### config.mk
export PLATFORM = sky130hd
export DESIGN_NAME = tbs_ram
export DESIGN_NICKNAME = d
export VERILOG_FILES = /design/src/hw/rtl/tbs_ram.sv
export SDC_FILE = /design/constraint.sdc
export NUM_CORES = 2
export LEC_CHECK = 0
export BUFFER_PORTS_ARGS = -buffer_cell sky130_fd_sc_hd__buf_2
export CORE_UTILIZATION = 54
export CTS_CLUSTER_SIZE = 24
export DETAILED_ROUTE_END_ITERATION = 10
export GPL_ROUTABILITY_DRIVEN = 1
export PLACE_DENSITY = 0.79
export RECOVER_POWER = 50
export SLEW_MARGIN = 20
export SYNTH_ARGS = -nofsm -noshare
export SYNTH_HDL_FRONTEND = slang
export SYNTH_SLANG_ARGS = --single-unit
### constraint.sdc
create_clock -name clk -period 5.98 [get_ports clk]
set_clock_uncertainty 0.2 [all_clocks]
set_input_delay 0 -clock clk [delete_from_list [all_inputs] [get_ports clk]]
set_output_delay 0 -clock clk [all_outputs]
set_load 0.05 [all_outputs]
### src/hw/rtl/tbs_ram.sv
// Generic simple dual-port RAM with one write port and a registered read port.
// No dependencies.
`timescale 1ns / 1ps
`default_nettype none
module tbs_ram #(
  parameter int WIDTH = 32,
  parameter int DEPTH = 64
) (
  input  wire logic                     clk,
  input  wire logic                     we,
  input  wire logic [$clog2(DEPTH)-1:0] waddr,
  input  wire logic [WIDTH-1:0]         wdata,
  input  wire logic                     re,
  input  wire logic [$clog2(DEPTH)-1:0] raddr,
  output logic      [WIDTH-1:0]         rdata
);
  logic [WIDTH-1:0] mem [DEPTH];

  always_ff @(posedge clk) begin
    if (we) begin
      mem[waddr] <= wdata;
    end
    if (re) begin
      rdata <= mem[raddr];
    end
  end
endmodule
`default_nettype wire

==> flow_summary.html <==
<table>
<tr><th>Metric</th><th>Value</th></tr>
<tr><th colspan="2">CTS</th></tr>
<tr><td>Clock tree from TritonCTS</td><td>yes</td></tr>
<tr><td>Latest clock arrival within the worst-skew pair</td><td>810 ps</td></tr>
<tr><td>Clock slew at reported path FFs</td><td>60 ps</td></tr>
<tr><td>Number of setup buffers added after CTS</td><td>0</td></tr>
<tr><td>Max Root-Sink Buffers</td><td>3</td></tr>
<tr><td>Number of H-tree branching levels</td><td>4</td></tr>
<tr><td>Number of buffers added to fix hold violations after cts</td><td>39</td></tr>
<tr><td>Number of clock buffers inserted by TritonCTS</td><td>around 190</td></tr>
<tr><td>Resized cells post-CTS</td><td>0</td></tr>
<tr><td>Root buf cell</td><td>sky130_fd_sc_hd__clkbuf_16</td></tr>
<tr><td>Total clock sinks</td><td>between 2000 and 2500</td></tr>
<tr><th colspan="2">Logic synthesis</th></tr>
<tr><td>Share of synthesized cell area in and, or, nand and nor gates</td><td>0.01260</td></tr>
<tr><td>Dominant synthesized flop cell</td><td>sky130_fd_sc_hd__edfxtp_1</td></tr>
<tr><td>Distinct cell type count of the synthesized netlist</td><td>33</td></tr>
<tr><td>Synth Area per Inst</td><td>about 24 um^2</td></tr>
<tr><td>Portion of the post-synthesis area used by sequential elements</td><td>0.7923</td></tr>
<tr><td>Register bit total from synthesis</td><td>roughly 2100</td></tr>
<tr><td>Complex-gate fraction of the synthesized area</td><td>0.01666</td></tr>
<tr><td>Dominant combinational cell family by area after synthesis</td><td>multiplexers</td></tr>
<tr><td>Count of flip-flops with a built-in enable after synthesis</td><td>between 2000 and 2500</td></tr>
<tr><td>Asr flop ratio synth</td><td>0</td></tr>
<tr><td>Adder-cell share of the synthesized area</td><td>0</td></tr>
<tr><td>Area of the mapped netlist</td><td>78840 um^2</td></tr>
<tr><td>XOR/XNOR Fraction of Synth Area</td><td>0</td></tr>
<tr><td>Gate count of the mapped netlist</td><td>3324</td></tr>
<tr><td>Number of synthesis warnings</td><td>0</td></tr>
<tr><td>Share of cell area taken by muxes after synthesis</td><td>0.1672</td></tr>
<tr><td>Syn Nets</td><td>approximately 3400</td></tr>
<tr><th colspan="2">Pwr</th></tr>
<tr><td>Clock group share of total power</td><td>0.411</td></tr>
<tr><td>Sw Share</td><td>0.2175</td></tr>
<tr><td>Psw</td><td>~6600 uW</td></tr>
<tr><td>Register share of total power</td><td>0.538</td></tr>
<tr><td>Largest vdd supply drop</td><td>285.7 uV</td></tr>
<tr><td>Power Internal</td><td>around 24000 uW</td></tr>
<tr><td>Leakage dissipation</td><td>0.02742 uW</td></tr>
<tr><td>Pwr Density</td><td>around 340 nW/um^2</td></tr>
<tr><td>Part of the power in combinational logic</td><td>0.051</td></tr>
<tr><th colspan="2">Worst hold path</th></tr>
<tr><td>Instance count along the most critical hold path</td><td>3</td></tr>
<tr><td>Worst hold path class</td><td>in -&gt; reg</td></tr>
<tr><td>Startpoint of the most critical hold path</td><td>waddr[4]</td></tr>
<tr><td>Min-Delay Endpoint</td><td>mem[27][20]$_DFFE_PP_</td></tr>
<tr><th colspan="2">Global routing</th></tr>
<tr><td>Maximum number of pins on one net before global-route repair</td><td>115</td></tr>
<tr><td>Global router's overall resource usage</td><td>0.2910</td></tr>
<tr><td>Gr ovfl total</td><td>0</td></tr>
<tr><td>Via count of the first global-routing pass</td><td>about 40000</td></tr>
<tr><td>Initial antenna violation count</td><td>13</td></tr>
<tr><td>First-pass GRT wire length</td><td>297100 um</td></tr>
<tr><th colspan="2">Finish</th></tr>
<tr><td>Final core occ</td><td>0.6154</td></tr>
<tr><td>Commonest cells after routing, fill and taps aside</td><td>sky130_fd_sc_hd__edfxtp_1 (2080), sky130_fd_sc_hd__mux4_2 (544), sky130_fd_sc_hd__clkbuf_16 (196)</td></tr>
<tr><td>Most frequent standard cell in the layout excluding fill and tap cells</td><td>sky130_fd_sc_hd__edfxtp_1</td></tr>
<tr><td>Syn-to-layout area delta</td><td>12.55%</td></tr>
<tr><td>Cell Count, Final, Fillers Out</td><td>around 5600</td></tr>
<tr><td>Fraction of layout instances using a drive strength above 1</td><td>0.2777</td></tr>
<tr><td>Final-stage net count</td><td>3603</td></tr>
<tr><th colspan="2">Route</th></tr>
<tr><td>TritonRoute pass-1 iters</td><td>8</td></tr>
<tr><td>DRC Markers</td><td>0</td></tr>
<tr><td>Vias after detailed routing</td><td>slightly below 40000</td></tr>
<tr><td>Ratio of routed vias to standard cells</td><td>7.053</td></tr>
<tr><td>DRC marker count from the first detailed-route iteration</td><td>roughly 6700</td></tr>
<tr><td>Routed wire length</td><td>about 220000 um</td></tr>
<tr><td>Per-cell routed wire length</td><td>39.52 um</td></tr>
<tr><td>Number of nets with antenna violations after detailed routing</td><td>0</td></tr>
<tr><th colspan="2">Setup path</th></tr>
<tr><td>Kind of critical path</td><td>in -&gt; reg</td></tr>
<tr><td>Required time of the worst setup path</td><td>~6100 ps</td></tr>
<tr><td>Length in cells of the worst reg-to-reg path</td><td>4</td></tr>
<tr><td>Worst flop-to-flop path endpoint</td><td>rdata[10]$_DFFE_PP_</td></tr>
<tr><td>Worst setup slack for register-to-register paths</td><td>3080 ps</td></tr>
<tr><td>Critical Path Start Type</td><td>input port</td></tr>
<tr><td>R2R Path Start</td><td>mem[31][10]$_DFFE_PP_</td></tr>
<tr><td>Data arrival, critical path</td><td>around 3800 ps</td></tr>
<tr><td>Critical path peak fanout</td><td>32</td></tr>
<tr><td>Sort of element at the end of the critical path</td><td>register</td></tr>
<tr><th colspan="2">Timing</th></tr>
<tr><td>Hold Fails Final Rpt</td><td>0</td></tr>
<tr><td>Time the worst path needs with I/O delays and setup</td><td>between 3000 and 4000 ps</td></tr>
<tr><td>Total negative slack</td><td>0 ps</td></tr>
<tr><td>Final-layout worst hold slack</td><td>about 38 ps</td></tr>
<tr><td>Setup repair after global routing missed its margin</td><td>false</td></tr>
<tr><td>Worst rel slew slack</td><td>-1.727</td></tr>
<tr><td>Slew at the pin with the worst max-slew slack</td><td>about 4000 ps</td></tr>
<tr><td>Maximum clock rate</td><td>0.2710 GHz</td></tr>
<tr><td>Post-route fraction of the period consumed by the critical path</td><td>0.6171</td></tr>
<tr><td>Max-slew violation count</td><td>between 2000 and 2500</td></tr>
<tr><td>Setup-failing EPs final</td><td>0</td></tr>
<tr><th colspan="2">Floorplanning</th></tr>
<tr><td>Row Count</td><td>139</td></tr>
<tr><td>Initial core utilization</td><td>0.5468</td></tr>
<tr><td>Die Y</td><td>about 380 um</td></tr>
<tr><td>DIE AREA</td><td>between 100000 and 150000 um^2</td></tr>
<tr><td>CORE AREA</td><td>around 140000 um^2</td></tr>
<tr><td>Die Width</td><td>between 300 and 400 um</td></tr>
<tr><td>I/O pin count</td><td>79</td></tr>
<tr><th colspan="2">Flow run</th></tr>
<tr><td>Max-cap violations</td><td>34</td></tr>
<tr><th colspan="2">Run status</th></tr>
<tr><td>Violated checks</td><td>max-capacitance violations, max-slew violations</td></tr>
<tr><td>Run status</td><td>finished, violations left</td></tr>
<tr><th colspan="2">Place</th></tr>
<tr><td>Placer Congestion</td><td>around 0.8</td></tr>
<tr><td>Sum of net half-perimeters after detailed placement</td><td>slightly above 100000 um</td></tr>
<tr><td>Buffers added on ports</td><td>78</td></tr>
<tr><td>Number of cells in the design after placement</td><td>5222</td></tr>
</table>
==> cell type report <==
class / instances / area (um^2)
diodes: 4 / 10.01
fillers: 9005 / 55450
clock inverters: 138 / 1282
well taps: 1903 / 2381
multi-input cells: 1062 / 15970
clock buffers: 224 / 5010
flip-flops and latches: 2080 / 62460
repair buffers: 219 / 1622
==> worst max-delay path by stage <==
stage                         from                    to
after floorplan           waddr[3]  mem[48][0]$_DFFE_PP_
after global placement    raddr[0]   rdata[29]$_DFFE_PP_
after detailed placement  raddr[0]   rdata[11]$_DFFE_PP_
after CTS                 raddr[0]   rdata[11]$_DFFE_PP_
after global routing      waddr[0]  mem[51][3]$_DFFE_PP_
final                     waddr[0]  mem[51][3]$_DFFE_PP_
==> power by group through the flow <==
stage	sequential [uW]	combinational, uW	clock, uW
after floorplan	16600	785	0
after global placement	16500	1420	0
after detailed placement	16500	1460	0
after CTS	16200	1510	12300
after global routing	16300	1590	12900
final	16300	1540	12400
==> cells in the mapped netlist (2+ instances only) <==
cell type                  instances  share of area
sky130_fd_sc_hd__edfxtp_1       2080           0.79
sky130_fd_sc_hd__mux4_2          544           0.16
sky130_fd_sc_hd__nor2_1          137         0.0065
sky130_fd_sc_hd__mux2i_1          93          0.012
sky130_fd_sc_hd__o22ai_1          84         0.0067
sky130_fd_sc_hd__clkbuf_1         74         0.0035
sky130_fd_sc_hd__a21oi_1          62         0.0039
sky130_fd_sc_hd__buf_2            57         0.0036
sky130_fd_sc_hd__o221ai_1         27         0.0030
sky130_fd_sc_hd__nand2_1          26         0.0012
sky130_fd_sc_hd__buf_4            25         0.0024
sky130_fd_sc_hd__buf_1            21         0.0010
sky130_fd_sc_hd__nor2b_1          15         0.0012
sky130_fd_sc_hd__a22oi_1          12         0.0011
sky130_fd_sc_hd__a311oi_1          8        0.00089
sky130_fd_sc_hd__nand2b_1          8        0.00063
sky130_fd_sc_hd__nor3_1            7        0.00044
sky130_fd_sc_hd__buf_6             5        0.00071
sky130_fd_sc_hd__nand3_1           5        0.00032
sky130_fd_sc_hd__nand3b_1          5        0.00048
sky130_fd_sc_hd__a41o_1            4        0.00051
sky130_fd_sc_hd__and3_1            4        0.00032
sky130_fd_sc_hd__o32ai_1           4        0.00044
sky130_fd_sc_hd__or3_1             3        0.00024
sky130_fd_sc_hd__or3b_2            3        0.00033
sky130_fd_sc_hd__and2_1            2        0.00016
sky130_fd_sc_hd__nand4_1           2        0.00016
sky130_fd_sc_hd__or3b_1            2        0.00022
==> routing by layer <==
metal,vias up,share of wire,GRT usage
met2,3833,0.48,0.4611
met5,-,0.00056,0.002599
li1,14760,-,-
met4,20,0.060,0.1396
met3,723,0.14,0.07807
met1,20380,0.32,0.3768
==> logic make-up after synthesis <==
group,after synthesis
AOI/OAI and AO/OA,202
buffers and inverters,182
DFF,2080
muxes,637
and+or+nand+nor,223
==> worst max-delay path, stage by stage <==
cell and delay, ps:
sky130_fd_sc_hd__dlygate4sd3_1 520, sky130_fd_sc_hd__clkbuf_1 280, sky130_fd_sc_hd__nand4_1 420, sky130_fd_sc_hd__nor2_4 200, sky130_fd_sc_hd__clkbuf_1 2360
==> per-stage QoR <==
stage	worst slack, ps	area, um^2	power [uW]
5_1_grt	2393	88720	30780
3_3_place_gp	1914	82080	17960
4_1_cts	2657	88760	30070
6_report	2290	88730	30230
2_1_floorplan	2620	78840	17370
3_5_place_dp	1882	82080	18000
==> state kept, by name, summed over array words and instances (netlist names) <==
name,count
mem,2048
rdata,32
Note: power is estimated with default switching activity, not from simulation.
