**src/hw/rtl/tbs_pkg.sv**
```systemverilog
// Shared constants, types and helpers of the triangular solver.
// No dependencies.
`timescale 1ns / 1ps
`default_nettype none
package tbs_pkg;
  localparam int MAX_ORDER = 64;
  localparam int IDX_W     = $clog2(MAX_ORDER);
  localparam int MAT_DEPTH = MAX_ORDER * MAX_ORDER;
  localparam int MAT_AW    = 2 * IDX_W;
  localparam int VAL_W     = 32;
  localparam int FRAC_W    = 16;
  localparam int ORD_W     = 7;
  localparam int DVD_W     = VAL_W + FRAC_W;
  localparam int CNT_W     = $clog2(DVD_W + 1);

  localparam logic [1:0] MODE_MAT   = 2'd0;
  localparam logic [1:0] MODE_VEC   = 2'd1;
  localparam logic [1:0] MODE_START = 2'd2;

  localparam logic [1:0] ST_OK   = 2'd0;
  localparam logic [1:0] ST_ZERO = 2'd1;
  localparam logic [1:0] ST_SAT  = 2'd2;

  typedef logic signed [VAL_W-1:0] val_t;

  localparam val_t VAL_MAX = {1'b0, {(VAL_W-1){1'b1}}};
  localparam val_t VAL_MIN = {1'b1, {(VAL_W-1){1'b0}}};

  // A zero diagonal outranks saturation and stays for the rest of the run.
  function automatic logic [1:0] raise_status(input logic [1:0] cur, input logic [1:0] code);
    logic [1:0] res;
    res = cur;
    if (cur != ST_ZERO && (code == ST_ZERO || cur == ST_OK)) begin
      res = code;
    end
    return res;
  endfunction
endpackage
`default_nettype wire

```
**src/hw/rtl/tbs_div.sv**
```systemverilog
// Iterative signed divider: (num * 2^16) / den, truncated, saturated to 32 bits.
// Depends on tbs_pkg; one quotient bit per cycle.
`timescale 1ns / 1ps
`default_nettype none
module tbs_div (
  input  wire logic          clk,
  input  wire logic          rst_n,
  input  wire logic          start,
  input  wire tbs_pkg::val_t num,
  input  wire tbs_pkg::val_t den,
  output logic               done,
  output tbs_pkg::val_t      quot,
  output logic               sat
);
  logic [tbs_pkg::DVD_W-1:0] dvd_r, q_r;
  logic [tbs_pkg::VAL_W-1:0] rem_r, den_r;
  logic [tbs_pkg::CNT_W-1:0] cnt_r;
  logic                      busy_r, done_r, neg_r;
  logic [tbs_pkg::VAL_W:0]   trial, diff;
  logic [tbs_pkg::VAL_W-1:0] mag_n, mag_d;
  logic [tbs_pkg::DVD_W-1:0] lim;

  assign mag_n = num[tbs_pkg::VAL_W-1] ? (~num + 1'b1) : num;
  assign mag_d = den[tbs_pkg::VAL_W-1] ? (~den + 1'b1) : den;
  assign trial = {rem_r, dvd_r[tbs_pkg::DVD_W-1]};
  assign diff  = trial - {1'b0, den_r};

  always_ff @(posedge clk) begin
    if (!rst_n) begin
      busy_r <= 1'b0;
      done_r <= 1'b0;
    end else begin
      done_r <= 1'b0;
      if (start) begin
        busy_r <= 1'b1;
        dvd_r  <= {mag_n, {tbs_pkg::FRAC_W{1'b0}}};
        den_r  <= mag_d;
        rem_r  <= '0;
        q_r    <= '0;
        cnt_r  <= '0;
        neg_r  <= num[tbs_pkg::VAL_W-1] ^ den[tbs_pkg::VAL_W-1];
      end else if (busy_r) begin
        dvd_r <= {dvd_r[tbs_pkg::DVD_W-2:0], 1'b0};
        if (!diff[tbs_pkg::VAL_W]) begin
          rem_r <= diff[tbs_pkg::VAL_W-1:0];
          q_r   <= {q_r[tbs_pkg::DVD_W-2:0], 1'b1};
        end else begin
          rem_r <= trial[tbs_pkg::VAL_W-1:0];
          q_r   <= {q_r[tbs_pkg::DVD_W-2:0], 1'b0};
        end
        cnt_r <= cnt_r + 1'b1;
        if (cnt_r == tbs_pkg::CNT_W'(tbs_pkg::DVD_W - 1)) begin
          busy_r <= 1'b0;
          done_r <= 1'b1;
        end
      end
    end
  end

  // The negative range reaches one step further than the positive one.
  always_comb begin
    lim  = tbs_pkg::DVD_W'(tbs_pkg::VAL_MAX) + tbs_pkg::DVD_W'(neg_r);
    sat  = q_r > lim;
    if (neg_r) begin
      quot = sat ? tbs_pkg::VAL_MIN : tbs_pkg::val_t'(~q_r[tbs_pkg::VAL_W-1:0] + 1'b1);
    end else begin
      quot = sat ? tbs_pkg::VAL_MAX : tbs_pkg::val_t'(q_r[tbs_pkg::VAL_W-1:0]);
    end
  end

  assign done = done_r;
endmodule
`default_nettype wire

```
**config.mk**
```make
export PLATFORM = sky130hd
export DESIGN_NAME = tbs_div
export DESIGN_NICKNAME = d
export VERILOG_FILES = /design/src/hw/rtl/tbs_pkg.sv /design/src/hw/rtl/tbs_div.sv
export SDC_FILE = /design/constraint.sdc
export NUM_CORES = 1
export LEC_CHECK = 0
export BUFFER_PORTS_ARGS = -buffer_cell sky130_fd_sc_hd__buf_2
export CAP_MARGIN = 20
export CORE_ASPECT_RATIO = 1.4
export CORE_MARGIN = 2
export CORE_UTILIZATION = 40
export CTS_CLUSTER_DIAMETER = 120
export CTS_CLUSTER_SIZE = 14
export DETAILED_ROUTE_END_ITERATION = 8
export SYNTH_ARGS = -nofsm -noshare
export SYNTH_HDL_FRONTEND = slang
export SYNTH_SLANG_ARGS = --single-unit
```
**constraint.sdc**
```tcl
create_clock -name clk -period 10.1 [get_ports clk]
set_input_delay 1.01 -clock clk [delete_from_list [all_inputs] [get_ports clk]]
set_output_delay 1.01 -clock clk [all_outputs]
set_load 0.01 [all_outputs]
```
==> out/metrics.cfg, run 1 <==
[sta]
max_freq_ghz = 0.197
clock_skew_ns = 0.00985
finalCriticalPeriod_ns = 5.09
tightest_slew_ns = 1.02
setup_violations = 0
fin_crit_sh_pct = 50.4
timing.final.hold_violations = 0
hold_slack_ns = 0.538
slew_headroom_pct = 31.8
slew_viol_final = 0
rsz0062_at_grt = false
fin_ws_ns = 5.01
final.setup.tns_ns = 0

[logic_synthesis]
syn_area_sq_um = 10700
yosysWarningCount = 0
synth.distinct_cells = 72
seq_area_frac_synth_pct = 42.8
syn_nets = 1245
ys_seq_elements = 153
post_synth.cell_area_avg_sq_um = 9.65
synthMuxAreaShare_pct = 2.43
synthSimpleGateAreaFrac_pct = 18.8
synth_fa_ha_area_share_pct = 8.14
ys.flop_type = edfxtp_1
synth_compound_area_share_pct = 17.1
synth_edf_count = 151
synth_xor_area_share_pct = 7.04
synth_top_family_by_area = simple AND/OR/NAND/NOR gates
async_flop_share_pct = 0
syn_inst = 1109

[clocking]
root_buffer = clkbuf_16
clk_path_buf_depth = 2
clock_sinks = 153
worstSkewPairLatency_ns = 0.43
cts_made_buffers = 17
cts_resized = 0
cts_max_level = 4
cts_setup_buffers = 0
path_clk_slew_ns = 0.06
cts_tree = built
holdBufCountCts = 0

[run]
maxCapViolCount = 0

[routing]
viasPerCell = 5.53
drt_first_iter_violations = 360
routed_wl_um = 23400
ant_nets = 0
wl_per_cell_um = 15.4
drcViolationCount = 0
firstDrtPassIters = 4
dr_total_vias = 8423

[critical_path]
slowest_stage = buf_4
crit_path_max_incr_delay_ns = 0.45
setup.worst_path.end_class = output port
arrival_ns = 4.08
path_delay_family = buffers and inverters
crit_fanout = 74
crit_buf_inv = 5
critPathMostFrequentCell = buf_4
crit_path_start_kind = flip-flop
cp_cell_sequence = buf_4 > inv_1 > buf_4 > ha_1 > nor2b_1 > o21ai_0 > nand2b_1 > a21oi_1 > o21a_1 > o221ai_1 > a31oi_4 > buf_4 > o21ai_0 > a221oi_1 > buf_2
criticalPathCategory = flip-flop to output port
worstPathRequired_ns = 9.09

[grt]
antenna_found_initial = 0
grt_pass1_wl_um = 39000
grt_util_all_layers_pct = 17.1
overflow = 0
grt_max_degree = 85
grt_pass1_vias = 8101

[finish]
fillers = 2463
drive_gt1_share_pct = 13.4
final_cell_mix = 151 x edfxtp_1, 134 x nor2_1, 99 x buf_2, 94 x a21oi_1, 68 x ha_1
layout_commonest_cell = edfxtp_1
diodes = 0
final_nets = 1321
syn2layout_area_growth_pct = 13.5
final_core_util_pct = 46.4

[floorplanning]
ios = 101
initial_core_util_pct = 40.9
core.rowCount = 70
die_w_um = 142
die_h_um = 198
die_area_sq_um = 28100
core_area_sq_um = 26200

[place]
place_congestion = 0.842
dp_hpwl_um = 16700
portBuffers = 100
dp_slack_ns = 5.45

[pwr]
p_leak_uw = 0.00476
power_frac_seq_pct = 41.2
finalPower_uw = 1930
power_switching_share_pct = 27.8
peakVddDrop_v = 0.000123
powerDensity_nw_per_um2 = 159
comb_power_share_pct = 23.4
p_int_uw = 1400
clockPowerShare_pct = 35.4
p_sw_uw = 538

[status]
status = finished clean

[min_path]
min_path_type = flip-flop to flip-flop

==> worst paths after layout <==
kind              startpoint       end  depth (start not counted)  slack [ns]
setup / recovery       neg_r   quot[2]                         15        5.01
hold / removal        busy_r      done                          1        0.54
setup reg to reg   dvd_r[47]  rem_r[6]                         14        5.73
hold reg to reg       busy_r      done                          1        0.54
==> layer usage <==
metal  track usage (%)  wire length, um  share of wire [%]
met5                 0                0                  0
met4              6.44              564                2.4
met3              2.93              638                2.7
met2              31.4            12300                 52
met1              19.8             9970                 42
==> per-stage QoR <==
step | cell area [sq um] | cells
after floorplan | 10700 | 1109
after global placement | 11500 | 1490
after detailed placement | 11500 | 1490
after CTS | 12100 | 1522
after global routing | 12100 | 1522
final | 12100 | 1522
==> sequential cells by signal, indices dropped and copies added (netlist names) <==
register	count
q_r	48
rem_r	32
busy_r	1
den_r	32
done	1
dvd_r	32
neg_r	1
cnt_r	6
==> final cells by class <==
type	count	area (sq um)	share of cell area, %
well taps	324	405	3.34
clock buffers	25	495	4.08
clock inverters	7	141	1.16
repair buffers	107	556	4.58
multi-input cells	851	5760	47.5
flip-flops and latches	153	4570	37.7
inverters	55	206	1.70
==> power by group through the flow <==
stage | Clock [uW] | Combinational, uW | Sequential, uW
after floorplan | 0 | 343 | 802
after global placement | 0 | 447 | 810
after detailed placement | 0 | 454 | 810
after CTS | 701 | 456 | 797
after global routing | 725 | 512 | 803
final | 685 | 452 | 797
==> Yosys cell counts (3+ instances only) <==
master | n | area (sq um)
o41ai_1 | 6 | 52.6
and2_1 | 3 | 18.8
inv_1 | 54 | 203
o22ai_1 | 10 | 62.6
a21boi_0 | 6 | 45.0
nand4_1 | 13 | 81.3
buf_1 | 3 | 11.3
a211oi_1 | 20 | 150
nand2_1 | 58 | 218
a21o_1 | 27 | 203
o21ai_1 | 8 | 40.0
clkbuf_1 | 43 | 161
nor3_1 | 34 | 170
buf_2 | 4 | 20.0
nor2b_1 | 53 | 332
or3_1 | 17 | 106
nand3_1 | 16 | 80.1
o31ai_1 | 25 | 188
o21ai_0 | 34 | 170
nor3b_1 | 6 | 45.0
nand2b_1 | 7 | 43.8
ha_1 | 68 | 851
nor4_1 | 13 | 81.3
nor2_1 | 134 | 503
o21bai_1 | 3 | 22.5
xnor2_1 | 44 | 385
o21a_1 | 7 | 52.6
or4_1 | 8 | 60.1
xor2_1 | 42 | 368
or3_4 | 3 | 33.8
edfxtp_1 | 151 | 4530
a21oi_1 | 94 | 470
mux2i_1 | 26 | 260
a221oi_1 | 6 | 52.6
and3_1 | 6 | 37.5
o211ai_1 | 4 | 30.0
or4_4 | 3 | 33.8
a31oi_1 | 7 | 43.8
==> cell families after synthesis <==
kind of cell | count (synthesis)
and+or+nand+nor | 393
buffers and inverters | 105
adders and majority gates | 69
DFF | 153
muxes | 26
xor gates and xnor gates | 86
AOI/OAI and AO/OA | 277
Power figures use the tool's default switching activity.
==> run 2: changes to the inputs <==
Clock period 10.1 ns to 4.6 ns, I/O delays scaled along.
==> run 2 against run 1 <==
Core utilization up 0.12 points. Power up 120%. Critical endpoint is now quot[8]. Worst hold slack worse by 0.29 ns.
==> out/metrics.cfg, run 2 (synthesized netlist as in run 1, its figures left out) <==
[status]
status = finished clean

[finish]
fillers = 2531  ; +2.8%
diodes = 0  ; unchanged
largest_reg_flops = 48  ; unchanged
layout_commonest_cell = edfxtp_1
final_nets = 1329  ; +0.61%
syn2layout_area_growth_pct = 13.8
multi_input_area_sq_um = 5760  ; unchanged
fin_cells = 1529  ; +0.46%
final_cell_mix = 151 x edfxtp_1, 134 x nor2_1, 99 x buf_2, 94 x a21oi_1, 68 x ha_1
seqCellArea_sq_um = 4570  ; unchanged
drive_gt1_share_pct = 13.9  ; +0.50 points
final_cell_area_sq_um = 12200  ; +0.26%
top_register = q_r

[place]
portBuffers = 100  ; unchanged
dpl_cell_area_sq_um = 11600  ; +0.74%
dp.cells = 1498  ; +0.54%
place_congestion = 0.821  ; -2.4%
dp_slack_ns = 0.791  ; -4.66 ns
dp_hpwl_um = 17300  ; +3.5%

[clocking]
cts_setup_buffers = 0  ; unchanged
clock_sinks = 153  ; unchanged
cts_made_buffers = 17  ; unchanged
root_buffer = clkbuf_16
cts_tree = built
worstSkewPairLatency_ns = 0.43  ; about the same
cts_max_level = 4  ; unchanged
path_clk_slew_ns = 0.06  ; about the same
holdBufCountCts = 0  ; unchanged
cts_resized = 0  ; unchanged
clk_path_buf_depth = 2  ; unchanged

[grt]
overflow = 0  ; unchanged
grt_util_all_layers_pct = 17.6  ; +0.45 points
grt_pass1_vias = 8238  ; +1.7%
antenna_found_initial = 0  ; unchanged
grt_pass1_wl_um = 39600  ; +1.6%
grt_max_degree = 79  ; -7.1%

[floorplanning]
die_area_sq_um = 28100  ; unchanged
die_h_um = 198  ; unchanged
core_area_sq_um = 26200  ; unchanged
initial_core_util_pct = 40.9  ; unchanged
ios = 101  ; unchanged
die_w_um = 142  ; unchanged
core.rowCount = 70  ; unchanged

[sta]
setup_violations = 0  ; unchanged
clock_skew_ns = 0.00879  ; -0.00105 ns
final.setup.tns_ns = 0  ; unchanged
slew_viol_final = 0  ; unchanged
finalCriticalPeriod_ns = 4.07
fin_crit_sh_pct = 88.5
tightest_slew_ns = 0.833  ; -0.190 ns
slew_headroom_pct = 44.5  ; +13 points
rsz0062_at_grt = false
fin_ws_ns = 0.531  ; -4.48 ns
timing.final.hold_violations = 0  ; unchanged
max_freq_ghz = 0.246

[routing]
viasPerCell = 5.56  ; +0.44%
dr_total_vias = 8499  ; +0.90%
wl_per_cell_um = 15.7  ; +2.1%
ant_nets = 0  ; unchanged
firstDrtPassIters = 4  ; unchanged
routed_wl_um = 24000  ; +2.6%
drcViolationCount = 0  ; unchanged
drt_first_iter_violations = 344  ; -4.4%

[pwr]
p_int_uw = 2960  ; +110%
powerDensity_nw_per_um2 = 344  ; +120%
p_leak_uw = 0.00477  ; +0.23%
comb_power_share_pct = 24.2  ; +0.8 points
peakVddDrop_v = 0.000281  ; +130%
power_switching_share_pct = 29.2  ; +1.4 points
p_sw_uw = 1220  ; +130%
clockPowerShare_pct = 33.9  ; -1.5 points
power_frac_seq_pct = 41.8  ; +0.6 points

[critical_path]
worstPathRequired_ns = 4.14  ; -4.95 ns
crit_fanout = 40  ; -46%
crit_path_start_kind = flip-flop
setup.worst_path.end_class = output port
arrival_ns = 3.61  ; -0.47 ns
criticalPathCategory = flip-flop to output port

[min_path]
min_path_type = input pin to flip-flop

[run]
maxCapViolCount = 0  ; unchanged

## run 2: cell types whose count changed in the layout (fill, tap and decap cells not counted)
cell,change
buf_12,+2
buf_4,+6
bufinv_16,-1
clkbuf_1,-3
clkbuf_8,-4
clkinv_1,+3
clkinvlp_4,+3
inv_6,+1
## run 2: cell type report
cell class                 instances  share of cell area [%]
timing repair buffer             115                    5.26
multi-input combinational        851                    47.3
tap                              324                    3.33
inverter                          55                    1.70
sequential                       153                    37.6
clock buffer                      18                    3.53
clock inverter                    13                    1.26
## run 2: final timing paths
path | from | endpoint | slack [ns] | cells past startpoint
hold / removal | den[0] | den_r[0] | 0.24 | 1
setup reg to reg | dvd_r[47] | rem_r[12] | 0.80 | 16
hold reg to reg | busy_r | done | 0.54 | 1
setup / recovery | neg_r | quot[8] | 0.53 | 11
## run 2: layer usage
layer  vias up  wire length (um)  GRT usage (%)
met5         -                 0              0
met4         0               648           7.30
met3        41               608           2.72
met2       138             12700           32.4
met1      4053             10100           20.1
li1       4267                 -              -
## run 2: critical path, stage by stage (launching register included)
cell and delay (ns):
edfxtp_1 0.37, buf_4 0.28, ha_1 0.36, nand4_1 0.12, or2_2 0.32, nor3_1 0.36
a21oi_1 0.17, a31oi_4 0.16, buf_4 0.35, o21ai_0 0.16, a221oi_1 0.33, buf_2 0.19
## run 2: power by group through the flow
stage	combinational, uW	clock, uW	sequential, uW
floorplan	753	0	1760
global placement	1010	0	1780
detailed placement	1020	0	1780
CTS	1030	1450	1750
global route	1140	1500	1760
finish	1010	1420	1750
## run 2: metrics by stage
step	total power [uW]	hold WS (ns)	utilization (%)
detailed placement	2800	0.525	44.3
global route	4410	0.238	46.5
CTS	4230	0.226	46.5
global placement	2780	0.521	44.3
finish	4180	0.245	46.5
floorplan	2520	0.499	-
==> run 3: changes to the inputs <==
Settings changed: BUFFER_PORTS_ARGS -buffer_cell sky130_fd_sc_hd__buf_2 to -buffer_cell sky130_fd_sc_hd__clkbuf_2, CAP_MARGIN 20 to 0.
==> run 3 against run 2 <==
Highest routed layer unchanged. Final area increased by 0.22%. Clock power about the same. Core utilization increased by 0.10 points. Global-route usage about the same. Critical path type unchanged.
==> out/metrics.cfg, run 3 (synthesized netlist as in run 1, its figures left out) <==
[pwr]
powerDensity_nw_per_um2 = 343  ; -0.22%
peakVddDrop_v = 0.000260  ; -7.2%
p_leak_uw = 0.00482  ; +1.0%

[sta]
slew_headroom_pct = 34.3  ; -10 points
slew_viol_final = 0  ; unchanged
setup_violations = 0  ; unchanged
hold_slack_ns = 0.237  ; -0.00734 ns
timing.final.hold_violations = 0  ; unchanged
finalCriticalPeriod_ns = 4.17  ; +0.101 ns
fin_ws_ns = 0.431  ; -0.101 ns
fin_crit_sh_pct = 90.6  ; +2.2 points
clock_skew_ns = 0.00827  ; -0.000518 ns
rsz0062_at_grt = false
max_freq_ghz = 0.240  ; -2.4%
final.setup.tns_ns = 0  ; unchanged
tightest_slew_ns = 0.986  ; +0.153 ns

[finish]
final_cell_mix = 151 x edfxtp_1, 134 x nor2_1, 99 x clkbuf_2, 94 x a21oi_1, 68 x ha_1
drive_gt1_share_pct = 14.2  ; +0.30 points
final_cell_area_sq_um = 12200  ; +0.22%
fillers = 2476  ; -2.2%
syn2layout_area_growth_pct = 14.0
diodes = 0  ; unchanged
seqCellArea_sq_um = 4570  ; unchanged
final_nets = 1332  ; +0.23%
layout_commonest_cell = edfxtp_1
top_register = q_r
fin_cells = 1532  ; +0.20%
multi_input_area_sq_um = 5760  ; unchanged
largest_reg_flops = 48  ; unchanged

[routing]
drt_first_iter_violations = 388  ; +13%
viasPerCell = 5.59  ; +0.64%
drcViolationCount = 0  ; unchanged
wl_per_cell_um = 15.8  ; +0.61%
dr_total_vias = 8570  ; +0.84%
ant_nets = 0  ; unchanged
routed_wl_um = 24200  ; +0.80%
firstDrtPassIters = 4  ; unchanged

[grt]
antenna_found_initial = 0  ; unchanged
grt_util_all_layers_pct = 17.6  ; +0.049 points
grt_pass1_vias = 8212  ; -0.32%
grt_pass1_wl_um = 39900  ; +0.73%
grt_max_degree = 103  ; +30%
overflow = 0  ; unchanged

[critical_path]
worstSetupStartpoint = neg_r
setup.worst_path.end_class = output port
criticalPathCategory = flip-flop to output port
crit_path_start_kind = flip-flop
worstPathRequired_ns = 4.14  ; about the same
rr_startpoint = dvd_r[47]
r2r_cells = 15  ; -1
crit_fanout = 30  ; -25%
arrival_ns = 3.71  ; +0.10 ns

[place]
dp.cells = 1500  ; +0.13%
dp_slack_ns = 0.607  ; -0.184 ns
dpl_cell_area_sq_um = 11600  ; +0.13%
dp_hpwl_um = 17200  ; -0.34%
place_congestion = 0.840  ; +2.2%
portBuffers = 100  ; unchanged

[clocking]
clock_sinks = 153  ; unchanged
cts_max_level = 4  ; unchanged
root_buffer = clkbuf_16
cts_resized = 0  ; unchanged
cts_made_buffers = 17  ; unchanged
clk_path_buf_depth = 2  ; unchanged
cts_setup_buffers = 0  ; unchanged
cts_tree = built
holdBufCountCts = 0  ; unchanged
worstSkewPairLatency_ns = 0.43  ; about the same
path_clk_slew_ns = 0.06  ; about the same

[run]
maxCapViolCount = 0  ; unchanged

[min_path]
min_path_type = input pin to flip-flop
hold_start = den[0]
whs_path_depth = 1  ; unchanged

[floorplanning]
core.rowCount = 70  ; unchanged
die_area_sq_um = 28100  ; unchanged
ios = 101  ; unchanged
core_area_sq_um = 26200  ; unchanged
die_w_um = 142  ; unchanged
die_h_um = 198  ; unchanged
initial_core_util_pct = 40.9  ; unchanged

[status]
status = finished clean

[run 3: final cells by class]
type | count | share of cell area, %
Sequential cell | 153 | 37.5
Clock inverter | 12 | 1.23
Multi-Input combinational cell | 851 | 47.2
Clock buffer | 19 | 3.55
Inverter | 55 | 1.69
Tap cell | 324 | 3.32
Timing Repair Buffer | 118 | 5.47
[run 3: stage by stage]
step,total power (uW),utilization [%]
final,4180,46.6
after detailed placement,2800,44.3
after CTS,4220,46.5
after floorplan,2520,-
after global placement,2780,44.3
after global routing,4410,46.6
[run 3: routing by layer]
layer | track usage, % | vias to the layer above | part of all wire, %
met1 | 20.7 | 4115 | 43
met4 | 6.04 | 0 | 1.6
met2 | 32.5 | 146 | 53
met3 | 2.69 | 23 | 2.5
met5 | 0 | - | 0
li1 | - | 4286 | -
[run 3: worst paths after layout]
| check | end | slack, ns |
|---|---|---|
| setup / recovery | quot[6] | 0.43 |
| hold / removal | den_r[0] | 0.24 |
| setup reg to reg | rem_r[18] | 0.87 |
| hold reg to reg | done | 0.53 |
[run 3: worst max-delay path, stage by stage, from the launching register on]
cell	delay, ns
edfxtp_1	0.69
buf_4	0.28
ha_1	0.26
a21o_1	0.17
a21o_1	0.17
a21oi_1	0.13
o21ai_0	0.11
a21oi_1	0.15
a21oi_1	0.08
a31oi_4	0.24
buf_4	0.32
o21ai_0	0.16
a221oi_1	0.33
clkbuf_2	0.19
[run 3: where the power goes]
part	switching (uW)	internal, uW
clock network	563	849
registers	73.4	1680
logic	583	436
